===== src/rtl/core/cspa_pkg.sv =====
// cspa_pkg: shared types and codes of the chained slot pool allocator
// depends on nothing; used by the channel interfaces and the top level
package cspa_pkg;

    // fixed width of the slot fields of a request and a result
    localparam int FIELD_W = 6;

    // default pool size
    localparam int DEFAULT_SLOTS = 64;

    // request action codes
    localparam logic ACT_ALLOC = 1'b0;
    localparam logic ACT_FREE  = 1'b1;

    // result status codes
    localparam logic STAT_DONE  = 1'b0;
    localparam logic STAT_EMPTY = 1'b1;

    // one request
    typedef struct packed {
        logic               action;
        logic               has_next;
        logic [FIELD_W-1:0] next_slot;
        logic [FIELD_W-1:0] freed_slot;
    } req_item_t;

    // one result
    typedef struct packed {
        logic [FIELD_W-1:0] slot;
        logic               status;
    } rsp_item_t;

    // sequencer states
    typedef enum logic [2:0] {
        ST_INIT,
        ST_IDLE,
        ST_ALLOC,
        ST_WALK,
        ST_FINISH
    } state_t;

endpackage


===== src/rtl/core/cspa_req_if.sv =====
// cspa_req_if: valid/ready channel that carries allocate and free requests
// depends on cspa_pkg for the request type
interface cspa_req_if;
    logic                 valid;
    logic                 ready;
    cspa_pkg::req_item_t  data;

    modport source (output valid, output data, input ready);
    modport sink   (input valid, input data, output ready);
endinterface


===== src/rtl/core/cspa_rsp_if.sv =====
// cspa_rsp_if: valid/ready channel that carries allocator results
// depends on cspa_pkg for the result type
interface cspa_rsp_if;
    logic                 valid;
    logic                 ready;
    cspa_pkg::rsp_item_t  data;

    modport source (output valid, output data, input ready);
    modport sink   (input valid, input data, output ready);
endinterface


===== src/rtl/core/chained_slot_pool_allocator_top.sv =====
// chained_slot_pool_allocator_top: slot pool with a link memory and a free list
// depends on cspa_pkg, cspa_req_if and cspa_rsp_if
//
//  channel | dir | modport | payload
//  --------+-----+---------+------------------------------------------
//  req     | in  | sink    | action, has_next, next_slot, freed_slot
//  rsp     | out | source  | slot, status
//
// allocate: one link memory read and one write
// free: one link memory read per hop along a chain of L links
// after reset a clearing pass loads the initial free list;
// req is not ready during it
// a result sits in an output register until taken; the sequencer holds
// its last step while that register is still full
module chained_slot_pool_allocator_top #(
    parameter int SLOTS = cspa_pkg::DEFAULT_SLOTS
) (
    input  logic       clk,
    input  logic       rst_n,
    cspa_req_if.sink   req,
    cspa_rsp_if.source rsp
);
    import cspa_pkg::*;

    localparam int IDX_W  = $clog2(SLOTS);
    localparam int WIDE_W = (IDX_W > FIELD_W) ? IDX_W : FIELD_W;
    localparam int CMP_W  = WIDE_W + 1;
    localparam logic [CMP_W-1:0] SLOTS_C = CMP_W'(SLOTS);
    localparam logic [IDX_W-1:0] LAST_C  = IDX_W'(SLOTS - 1);

    // link memory: bit IDX_W is the valid bit, the rest the linked slot
    logic [IDX_W:0] link_mem [SLOTS];
    logic [IDX_W:0] rdata_reg;

    state_t state_reg, state_next;

    logic             head_valid_reg, head_valid_next;
    logic [IDX_W-1:0] head_idx_reg, head_idx_next;
    logic [IDX_W-1:0] p_reg, p_next;
    logic [IDX_W-1:0] hops_reg, hops_next;
    logic [IDX_W-1:0] init_cnt_reg, init_cnt_next;
    req_item_t        req_reg, req_next;
    logic             out_valid_reg, out_valid_next;
    rsp_item_t        out_data_reg, out_data_next;

    logic             mem_we;
    logic [IDX_W-1:0] mem_waddr;
    logic [IDX_W:0]   mem_wdata;
    logic [IDX_W-1:0] mem_raddr;

    // decoded request and memory fields
    logic [CMP_W-1:0] freed_w, next_w, rd_idx_w, head_w;
    logic             freed_ok, next_ok, rd_cont, pool_empty, out_free, accept;

    assign freed_w    = CMP_W'(req.data.freed_slot);
    assign freed_ok   = (freed_w < SLOTS_C);
    assign next_w     = CMP_W'(req_reg.next_slot);
    assign next_ok    = req_reg.has_next && (next_w < SLOTS_C);
    assign rd_idx_w   = CMP_W'(rdata_reg[IDX_W-1:0]);
    assign rd_cont    = rdata_reg[IDX_W] && (rd_idx_w < SLOTS_C);
    assign head_w     = CMP_W'(head_idx_reg);
    assign pool_empty = !head_valid_reg || (head_w >= SLOTS_C);
    assign out_free   = !out_valid_reg || rsp.ready;
    assign accept     = req.valid && req.ready;

    // next state
    always_comb
    begin
        state_next = state_reg;
        case (state_reg)
            ST_INIT:
            begin
                if (init_cnt_reg == LAST_C)
                    state_next = ST_IDLE;
            end
            ST_IDLE:
            begin
                if (req.valid)
                begin
                    if (req.data.action == ACT_ALLOC)
                        state_next = ST_ALLOC;
                    else if (freed_ok)
                        state_next = ST_WALK;
                    else
                        state_next = ST_FINISH;
                end
            end
            ST_ALLOC:
            begin
                if (out_free)
                    state_next = ST_IDLE;
            end
            ST_WALK:
            begin
                if (!rd_cont || (hops_reg == LAST_C))
                    state_next = ST_FINISH;
            end
            ST_FINISH:
            begin
                if (out_free)
                    state_next = ST_IDLE;
            end
            default:
                state_next = ST_IDLE;
        endcase
    end

    // sequencer outputs and datapath
    always_comb
    begin
        req.ready       = 1'b0;
        mem_we          = 1'b0;
        mem_waddr       = p_reg;
        mem_wdata       = '0;
        mem_raddr       = head_idx_reg;
        head_valid_next = head_valid_reg;
        head_idx_next   = head_idx_reg;
        p_next          = p_reg;
        hops_next       = hops_reg;
        init_cnt_next   = init_cnt_reg;
        req_next        = req_reg;
        out_valid_next  = out_valid_reg && !rsp.ready;
        out_data_next   = out_data_reg;
        case (state_reg)
            ST_INIT:
            begin
                // clearing pass: slot i links to i+1, last slot to null
                mem_we        = 1'b1;
                mem_waddr     = init_cnt_reg;
                if (init_cnt_reg == LAST_C)
                    mem_wdata = '0;
                else
                    mem_wdata = {1'b1, init_cnt_reg + 1'b1};
                init_cnt_next = init_cnt_reg + 1'b1;
            end
            ST_IDLE:
            begin
                // read the head link, or the first link of a chain to free
                req.ready = 1'b1;
                if (req.valid && (req.data.action == ACT_FREE))
                    mem_raddr = freed_w[IDX_W-1:0];
                if (accept)
                begin
                    req_next  = req.data;
                    p_next    = freed_w[IDX_W-1:0];
                    hops_next = '0;
                end
            end
            ST_ALLOC:
            begin
                // pop the free head and set its link, or report an empty pool
                if (out_free)
                begin
                    out_valid_next = 1'b1;
                    if (pool_empty)
                    begin
                        out_data_next.slot   = '0;
                        out_data_next.status = STAT_EMPTY;
                    end
                    else
                    begin
                        head_valid_next = rdata_reg[IDX_W];
                        head_idx_next   = rdata_reg[IDX_W-1:0];
                        mem_we          = 1'b1;
                        mem_waddr       = head_idx_reg;
                        mem_wdata       = next_ok ? {1'b1, next_w[IDX_W-1:0]} : '0;
                        out_data_next.slot   = head_w[FIELD_W-1:0];
                        out_data_next.status = STAT_DONE;
                    end
                end
            end
            ST_WALK:
            begin
                // one hop per cycle; at the chain end splice in the free list, no splice past the hop limit
                mem_raddr = p_reg;
                if (rd_cont)
                begin
                    if (hops_reg != LAST_C)
                    begin
                        mem_raddr = rdata_reg[IDX_W-1:0];
                        p_next    = rdata_reg[IDX_W-1:0];
                        hops_next = hops_reg + 1'b1;
                    end
                end
                else
                begin
                    mem_we          = 1'b1;
                    mem_waddr       = p_reg;
                    mem_wdata       = {head_valid_reg, head_idx_reg};
                    head_valid_next = 1'b1;
                    head_idx_next   = IDX_W'(req_reg.freed_slot);
                end
            end
            ST_FINISH:
            begin
                // free result, also for an ignored free
                if (out_free)
                begin
                    out_valid_next       = 1'b1;
                    out_data_next.slot   = '0;
                    out_data_next.status = STAT_DONE;
                end
            end
            default:
            begin
                req.ready = 1'b0;
            end
        endcase
    end

    // control registers
    always_ff @(posedge clk or negedge rst_n)
    begin
        if (!rst_n)
        begin
            state_reg      <= ST_INIT;
            init_cnt_reg   <= '0;
            head_valid_reg <= 1'b1;
            head_idx_reg   <= '0;
            out_valid_reg  <= 1'b0;
        end
        else
        begin
            state_reg      <= state_next;
            init_cnt_reg   <= init_cnt_next;
            head_valid_reg <= head_valid_next;
            head_idx_reg   <= head_idx_next;
            out_valid_reg  <= out_valid_next;
        end
    end

    // payload registers
    always_ff @(posedge clk)
    begin
        p_reg        <= p_next;
        hops_reg     <= hops_next;
        req_reg      <= req_next;
        out_data_reg <= out_data_next;
    end

    // link memory, one write and one registered read per cycle
    always_ff @(posedge clk)
    begin
        if (mem_we)
            link_mem[mem_waddr] <= mem_wdata;
        rdata_reg <= link_mem[mem_raddr];
    end

    assign rsp.valid = out_valid_reg;
    assign rsp.data  = out_data_reg;

endmodule


===== src/flat_wrapper.sv =====
// flat-port wrapper written by rule: the top's interface ports become plain ports
module chained_slot_pool_allocator_top_flat import cspa_pkg::*;
#(
    parameter int SLOTS = cspa_pkg::DEFAULT_SLOTS
)
  (clk, rst_n, req_valid, req_data, req_ready, rsp_valid, rsp_data, rsp_ready);
  cspa_req_if req_i ();
  cspa_rsp_if rsp_i ();
  input  logic clk;
  input  logic rst_n;
  input wire logic [$bits(req_i.valid)-1:0] req_valid;
  input wire logic [$bits(req_i.data)-1:0] req_data;
  output wire logic [$bits(req_i.ready)-1:0] req_ready;
  output wire logic [$bits(rsp_i.valid)-1:0] rsp_valid;
  output wire logic [$bits(rsp_i.data)-1:0] rsp_data;
  input wire logic [$bits(rsp_i.ready)-1:0] rsp_ready;
  assign req_i.valid = req_valid;
  assign req_i.data = req_data;
  assign req_ready = req_i.ready;
  assign rsp_valid = rsp_i.valid;
  assign rsp_data = rsp_i.data;
  assign rsp_i.ready = rsp_ready;
  chained_slot_pool_allocator_top #(.SLOTS(SLOTS)) u_core (.clk(clk), .rst_n(rst_n), .req(req_i), .rsp(rsp_i));
endmodule

===== config.mk =====
export PLATFORM = sky130hd
export DESIGN_NAME = chained_slot_pool_allocator_top_flat
export DESIGN_NICKNAME = d
export VERILOG_FILES = /design/src/rtl/core/cspa_pkg.sv /design/src/rtl/core/cspa_req_if.sv /design/src/rtl/core/cspa_rsp_if.sv /design/src/rtl/core/chained_slot_pool_allocator_top.sv /design/src/flat_wrapper.sv
export SDC_FILE = /design/constraint.sdc
export NUM_CORES = 1
export LEC_CHECK = 0
export BUFFER_PORTS_ARGS = -buffer_cell sky130_fd_sc_hd__buf_2
export CORE_UTILIZATION = 30
export CTS_BUF_LIST = sky130_fd_sc_hd__clkbuf_16
export CTS_CLUSTER_SIZE = 24
export DETAILED_ROUTE_END_ITERATION = 6
export GPL_TIMING_DRIVEN = 0
export PLACE_DENSITY = 0.46
export SYNTH_ARGS = -nofsm -noshare
export SYNTH_HDL_FRONTEND = slang
export SYNTH_SLANG_ARGS = --single-unit

===== constraint.sdc =====
create_clock -name clk -period 5 [get_ports clk]
set_input_delay 0.5 -clock clk [delete_from_list [all_inputs] [get_ports clk]]
set_output_delay 0.5 -clock clk [all_outputs]
set_load 0.02 [all_outputs]

==> results of run 1 <==
power by group through the flow:
| stage | Combinational [W] | Clock [W] | Sequential [W] |
|---|---|---|---|
| floorplan | 0.00472 | 0 | 0.00610 |
| global route | 0.00810 | 0.00414 | 0.00604 |
| global placement | 0.00733 | 0 | 0.00630 |
| finish | 0.00759 | 0.00389 | 0.00600 |
| CTS | 0.00769 | 0.00399 | 0.00600 |
| detailed placement | 0.00768 | 0 | 0.00609 |
worst max-delay path, cell delays in order, from the launching register on:
cell,delay [ps]
dfrtp_1,330
clkbuf_1,300
nand2b_1,120
nor3_1,900
a22oi_1,220
nand2_1,370
nand4_1,770
nor2_1,850
metrics by stage:
step	hold WS, ps	instances
6_report	70.46	2330
5_1_grt	45.44	2330
4_1_cts	36.41	2330
3_5_place_dp	484.1	2231
3_3_place_gp	474.6	2223
2_1_floorplan	204.4	1266
metal layers:
metal  up-vias  wire (µm)  GRT usage (%)  share of wire [%]
met4         0       1169          4.218                2.1
met3        75       2098          2.638                3.9
li1       5143          -              -                  -
met2       196      26580          26.16                 49
met5         -          0              0                  0
met1      5754      24570          20.83                 45
logic make-up (layout without fill, tap and decap cells):
logic type	count (synthesis)	in the layout	share of synthesized area (%)
XOR/XNOR	13	13	0.5468
AO/OA/AOI/OAI	110	110	3.563
adder cells (fa/ha/maj)	2	2	0.1202
multiplexers	354	354	17.08
flip-flops	504	504	71.95
buffers and inverters	66	199	1.893
AND/OR/NAND/NOR	217	217	4.844
area by class of cell:
type	instances	area (µm²)	share of cell area (%)
clock buffer	57	1426	5.915
timing repair buffer	35	337.8	1.401
buffer	60	371.6	1.541
tap	931	1165	4.831
clock inverter	41	295.3	1.225
sequential	504	14980	62.12
multi-input combinational	696	5515	22.87
inverter	6	22.52	0.09339
cells in the final DEF (no fill, tap or decap), drive strengths merged, types with 6 or more instances in the layout:
cell type and n:
o211ai 7, nand2b 6, clkinv 22, inv 16, mux2i 346, edfxtp 480, mux2 8, nand4 12
nor2 83, o21a 8, o22ai 57, nand2 49, nand3 20, buf 77, o21ai 14, xnor2 10
and2 15, nor4 14, a22oi 10, dfrtp 16, clkbuf 74, dfxtp 7
how the worst min path moves through the flow:
stage                      start                endpoint  slack [ps]  cells past startpoint
floorplan                  rst_n  u_core.head_idx_reg[0]         200                      0
CTS                 req_data[10]        u_core.next_w[4]          40                      1
global placement           rst_n  u_core.init_cnt_reg[2]         470                      1
finish              req_data[10]        u_core.next_w[4]          70                      1
detailed placement         rst_n  u_core.init_cnt_reg[2]         480                      1
global route        req_data[10]        u_core.next_w[4]          50                      1
Yosys cell counts (3+ instances only):
cell type	number	area [µm²]
buf_6	7	78.83
o211ai_1	6	45.04
clkbuf_1	17	63.81
and3_1	5	31.28
nand2_1	49	183.9
edfxtp_1	480	14410
nor2_1	83	311.6
a22oi_1	10	75.07
xor2_1	3	26.28
inv_1	6	22.52
mux2_2	7	78.83
or3_1	3	18.77
and2_1	14	87.58
dfxtp_1	7	140.1
dfrtp_1	16	400.4
o21ai_0	13	65.06
buf_4	20	150.1
buf_2	15	75.07
nor2b_1	5	31.28
o21a_1	7	52.55
nand4_1	12	75.07
nand2b_1	6	37.54
o22ai_1	57	356.6
mux2i_1	346	3463
xnor2_1	10	87.58
nor4_1	14	87.58
nand3_1	19	95.09
timing repair:
action | CTS | global route
endpoints found under the hold margin | 16 | 0
hold buffers | 1 | 0
setup buffers | 0 | 0
setup endpoints to repair | 0 | 0
==> results.tsv, run 1 <==
metric	value	unit
max FFs per register	448	
post-route cell area	24110	µm²
fin crit period	4231	ps
drt via density	4.793	
Root Buffer	clkbuf_16	
Cells after Synth	1266	
setup violators final	0	
Slew HR	24.97	%
RSZ-0062 raised after global routing	no	
post-route DRC violation count	0	
H-tree Lvls	2	
Post-DP Area	22380	µm²
Tot Pwr	0.01748	W
synthesized area	20820	µm²
Port Buffers	26	
NetSw	0.006811	W
Final Hold Viols	0	
chip height	265.4	µm
grt total ovfl	0	
Hold Crit Class	in2reg	
worst-skew pair later-pin latency	600	ps
clk_skew	15.84	ps
pin count of the biggest net entering global routing	65	
FILL cells	6595	
GPL Wtd Cong	0.8217	
Net Count, Synth	1286	
asr flop ratio synth	3.373	%
commonest register cell after synthesis	edfxtp_1	
period utilization	84.61	%
Logic pwr share	43.4	%
Internal Power	0.01067	W
post-CTS sizing	0	
Site Rows	96	
CP required	5230	ps
WS Path Type	reg2reg	
# IOs	27	
switch share	38.97	%
vias in the first global route	11470	
Reg2Reg Launch Point	u_core.state_reg[1]	
clk sink count	504	
Cell Pwr Density	724.8	nW/µm²
core area	68590	µm²
Worst Tran Pin Value	1117	ps
First-pass DRT Iterations	5	
Ys Warns	0	
critical path arrival	4460	ps
layout cells sized above 1	12.15	%
setup ws final	769.3	ps
Clk pin slew, worst setup/hold paths	60	ps
via count	11170	
MaxCap Viol Count	0	
CP endpoint	u_core.link_mem[18][3]	
outcome	complete, no violations	
initial DRC count	643	
CTS tree	built	
CTS Buf Count	55	
WL final	54410	µm
CP Launch Type	flop	
synth unique cells	50	
CTS Buffer Depth	3	
routed length per instance	23.35	µm
Starting Density	30.36	%
Synth-to-Final Area Change	15.82	%
Worst Setup SP	u_core.state_reg[1]	
worst r2r path cells	7	
Post-synth EDFFs	480	
Setup TNS	0	ps
Worst R2R End	u_core.link_mem[18][3]	
Leakage	8.351	nW
Ant. Diodes	0	
maximum clock rate	236.4	MHz
die width	265.4	µm
mean post-synth cell area	16.45	µm²
R2R Setup Slk	770	ps
Die ar.	70460	µm²
Nets	1378	
first-pass GRT wire length	79160	µm
Top reg by flops	u_core.link_mem	
worst slack at placement	717.6	ps
Clk pwr share	22.3	%
antenna violations before repair	0	
Worst setup EP type	flop	
fin util	35.16	%
crit path max fanout	10	
register bit total from synthesis	504	
DPL Wire Length	37490	µm
Detail Route Antenna Nets	0	
Reg power frac	34.3	%
worst vdd rail ir drop	0.3426	mV
All-Layer GR Usage	15.62	%
Slew Viols, Final	0	
sequential fraction of the synthesis area	71.95	%
Note: power is estimated with default switching activity, not from simulation.
==> inputs of run 2 (changes only) <==
==> constraint.sdc (replaced) <==
create_clock -name clk -period 3.9 [get_ports clk]
set_input_delay 0.39 -clock clk [delete_from_list [all_inputs] [get_ports clk]]
set_output_delay 0.39 -clock clk [all_outputs]
set_load 0.02 [all_outputs]
==> results.tsv, run 2 (synthesis gave the netlist of run 1 again) <==
metric	value	unit	change
multi-input logic area	5613	µm²	+1.8%
Post-DP Area	22400	µm²	about the same
Synth-to-Final Area Change	16.97	%	
maximum clock rate	265.8	MHz	+12%
worst slack at placement	-190.5	ps	-908.1 ps
DPL Wire Length	37380	µm	-0.30%
pin count of the biggest net entering global routing	65		unchanged
Detail Route Antenna Nets	0		unchanged
Cell Pwr Density	923.2	nW/µm²	+27%
grt total ovfl	0		unchanged
most frequent cells in the layout	edfxtp_1, mux2i_1, o22ai_1		
Top reg by flops	u_core.link_mem		
Worst R2R End	u_core.link_mem[16][2]		
post-route DRC violation count	0		unchanged
Reg2Reg Launch Point	u_core.state_reg[2]		
chip height	265.4	µm	unchanged
Slew HR	34.76	%	+9.8 points
MaxCap Viol Count	0		unchanged
worst vdd rail ir drop	0.5374	mV	+57%
All-Layer GR Usage	15.45	%	-0.16 points
H-tree Lvls	2		unchanged
fin util	35.51	%	+0.35 points
via count	11190		+0.19%
Leakage	8.449	nW	+1.2%
Hold Crit Class	in2reg		
vias in the first global route	11490		+0.24%
CTS Buf Count	53		-3.6%
Port Buffers	26		unchanged
WS Path Type	reg2reg		
Tot Pwr	0.02248	W	+29%
Nets	1392		+1.0%
setup ws final	137.5	ps	-631.8 ps
drt via density	4.763		-0.62%
RSZ-0062 raised after global routing	yes		
CP required	4120	ps	-1110 ps
CTS Buffer Depth	3		unchanged
GPL Wtd Cong	0.9097		+11%
Setup TNS	0	ps	unchanged
clk sink count	504		unchanged
CP Launch Type	flop		
setup violators final	0		unchanged
routed length per instance	22.96	µm	-1.7%
worst r2r path cells	7		unchanged
Site Rows	96		unchanged
fin crit period	3762	ps	-468.2 ps
layout cells sized above 1	15.03	%	+2.9 points
Root Buffer	clkbuf_16		
critical path arrival	3990	ps	-470 ps
first-pass GRT wire length	78130	µm	-1.3%
crit path max fanout	10		unchanged
min-delay src	req_data[1]		
Worst Tran Pin Value	975.0	ps	-141.9 ps
Clk pin slew, worst setup/hold paths	60	ps	about the same
Hold EP	u_core.req_reg[1]		
# IOs	27		unchanged
FILL cells	6523		-1.1%
worst-skew pair later-pin latency	610	ps	about the same
Slew Viols, Final	0		unchanged
R2R Setup Slk	140	ps	-630 ps
commonest non-fill, non-tap cell in the layout	edfxtp_1		
CTS tree	built		
post-route cell area	24350	µm²	+1.0%
die width	265.4	µm	unchanged
max FFs per register	448		unchanged
initial DRC count	853		+33%
hold depth	1		unchanged
period utilization	96.47	%	+12 points
antenna violations before repair	1		+1
total area of sequential cells	14980	µm²	unchanged
core area	68590	µm²	unchanged
Final Hold Viols	0		unchanged
First-pass DRT Iterations	5		unchanged
Starting Density	30.36	%	unchanged
Worst setup EP type	flop		
WL final	53930	µm	-0.89%
clk_skew	22.98	ps	+7.137 ps
outcome	complete, no violations		
Die ar.	70460	µm²	unchanged
[run 2: cell count changes in the layout (fill, tap and decap cells not counted), sizes merged]
cell | previous run | this run
dlygate4sd3 | 1 | 11
clkinv | 22 | 21
bufinv | 4 | 5
inv | 16 | 23
buf | 77 | 83
clkbuf | 74 | 72
clkinvlp | 5 | 2
diode | 0 | 1
[run 2: timing repair]
action / CTS / global route
cloned: 0 / 0
pin swaps: 0 / 6
hold endpoints to repair: 26 / 0
endpoints found under the setup margin: 243 / 273
hold buffers: 11 / 0
resized for setup: 15 / 23
setup buffers: 0 / 6
[run 2: worst max-delay path: stages (launching register included)]
cell and delay (ps):
dfrtp_1 460, nor2b_1 130, buf_2 200, nand2_1 160, clkbuf_1 340, o21ai_1 650, nand3_1 660, nor2_1 780
[run 2: per-layer routing]
| metal | track usage [%] | vias up | routed length (µm) |
|---|---|---|---|
| met5 | 0 | - | 0 |
| met4 | 4.640 | 0 | 1259 |
| met3 | 3.231 | 72 | 2918 |
| met2 | 25.79 | 232 | 26160 |
| met1 | 20.12 | 5720 | 23590 |
| li1 | - | 5165 | - |
[run 2: area by class of cell]
type                            instances  area share (%)
Inverter                                6         0.09247
Multi-Input combinational cell        696           23.05
Antenna cell                            1         0.01027
Tap cell                              931           4.783
Clock buffer                           55           5.651
Clock inverter                         45           1.336
Sequential cell                       504           61.51
Timing Repair Buffer                   51           2.045
Buffer                                 60           1.526
[run 2: report_power, final]
part | internal (W) | total (W) | switching [W]
Clock | 0.00287 | 0.00494 | 0.00207
Combinational | 0.00342 | 0.00985 | 0.00643
Sequential | 0.00743 | 0.00769 | 0.000264
Total | 0.0137 | 0.0225 | 0.00877
[run 2: worst max-delay path by stage]
stage | from | endpoint | slack, ps | cells past startpoint
6_report | u_core.state_reg[2] | u_core.link_mem[16][2] | 140 | 7
5_1_grt | u_core.state_reg[2] | u_core.link_mem[44][6] | -40 | 7
4_1_cts | u_core.state_reg[1] | u_core.link_mem[54][1] | 4 | 7
3_5_place_dp | u_core.state_reg[1] | u_core.link_mem[63][1] | -190 | 7
3_3_place_gp | u_core.init_cnt_reg[0] | u_core.link_mem[52][3] | -5690 | 5
2_1_floorplan | u_core.init_cnt_reg[0] | u_core.link_mem[0][5] | -580 | 5
[run 2: through the flow]
step	cells	hold slack, ps
2_1_floorplan	1266	94.41
3_3_place_gp	2223	363.8
3_5_place_dp	2231	372.1
4_1_cts	2342	3.290
5_1_grt	2348	14.68
6_report	2349	35.86
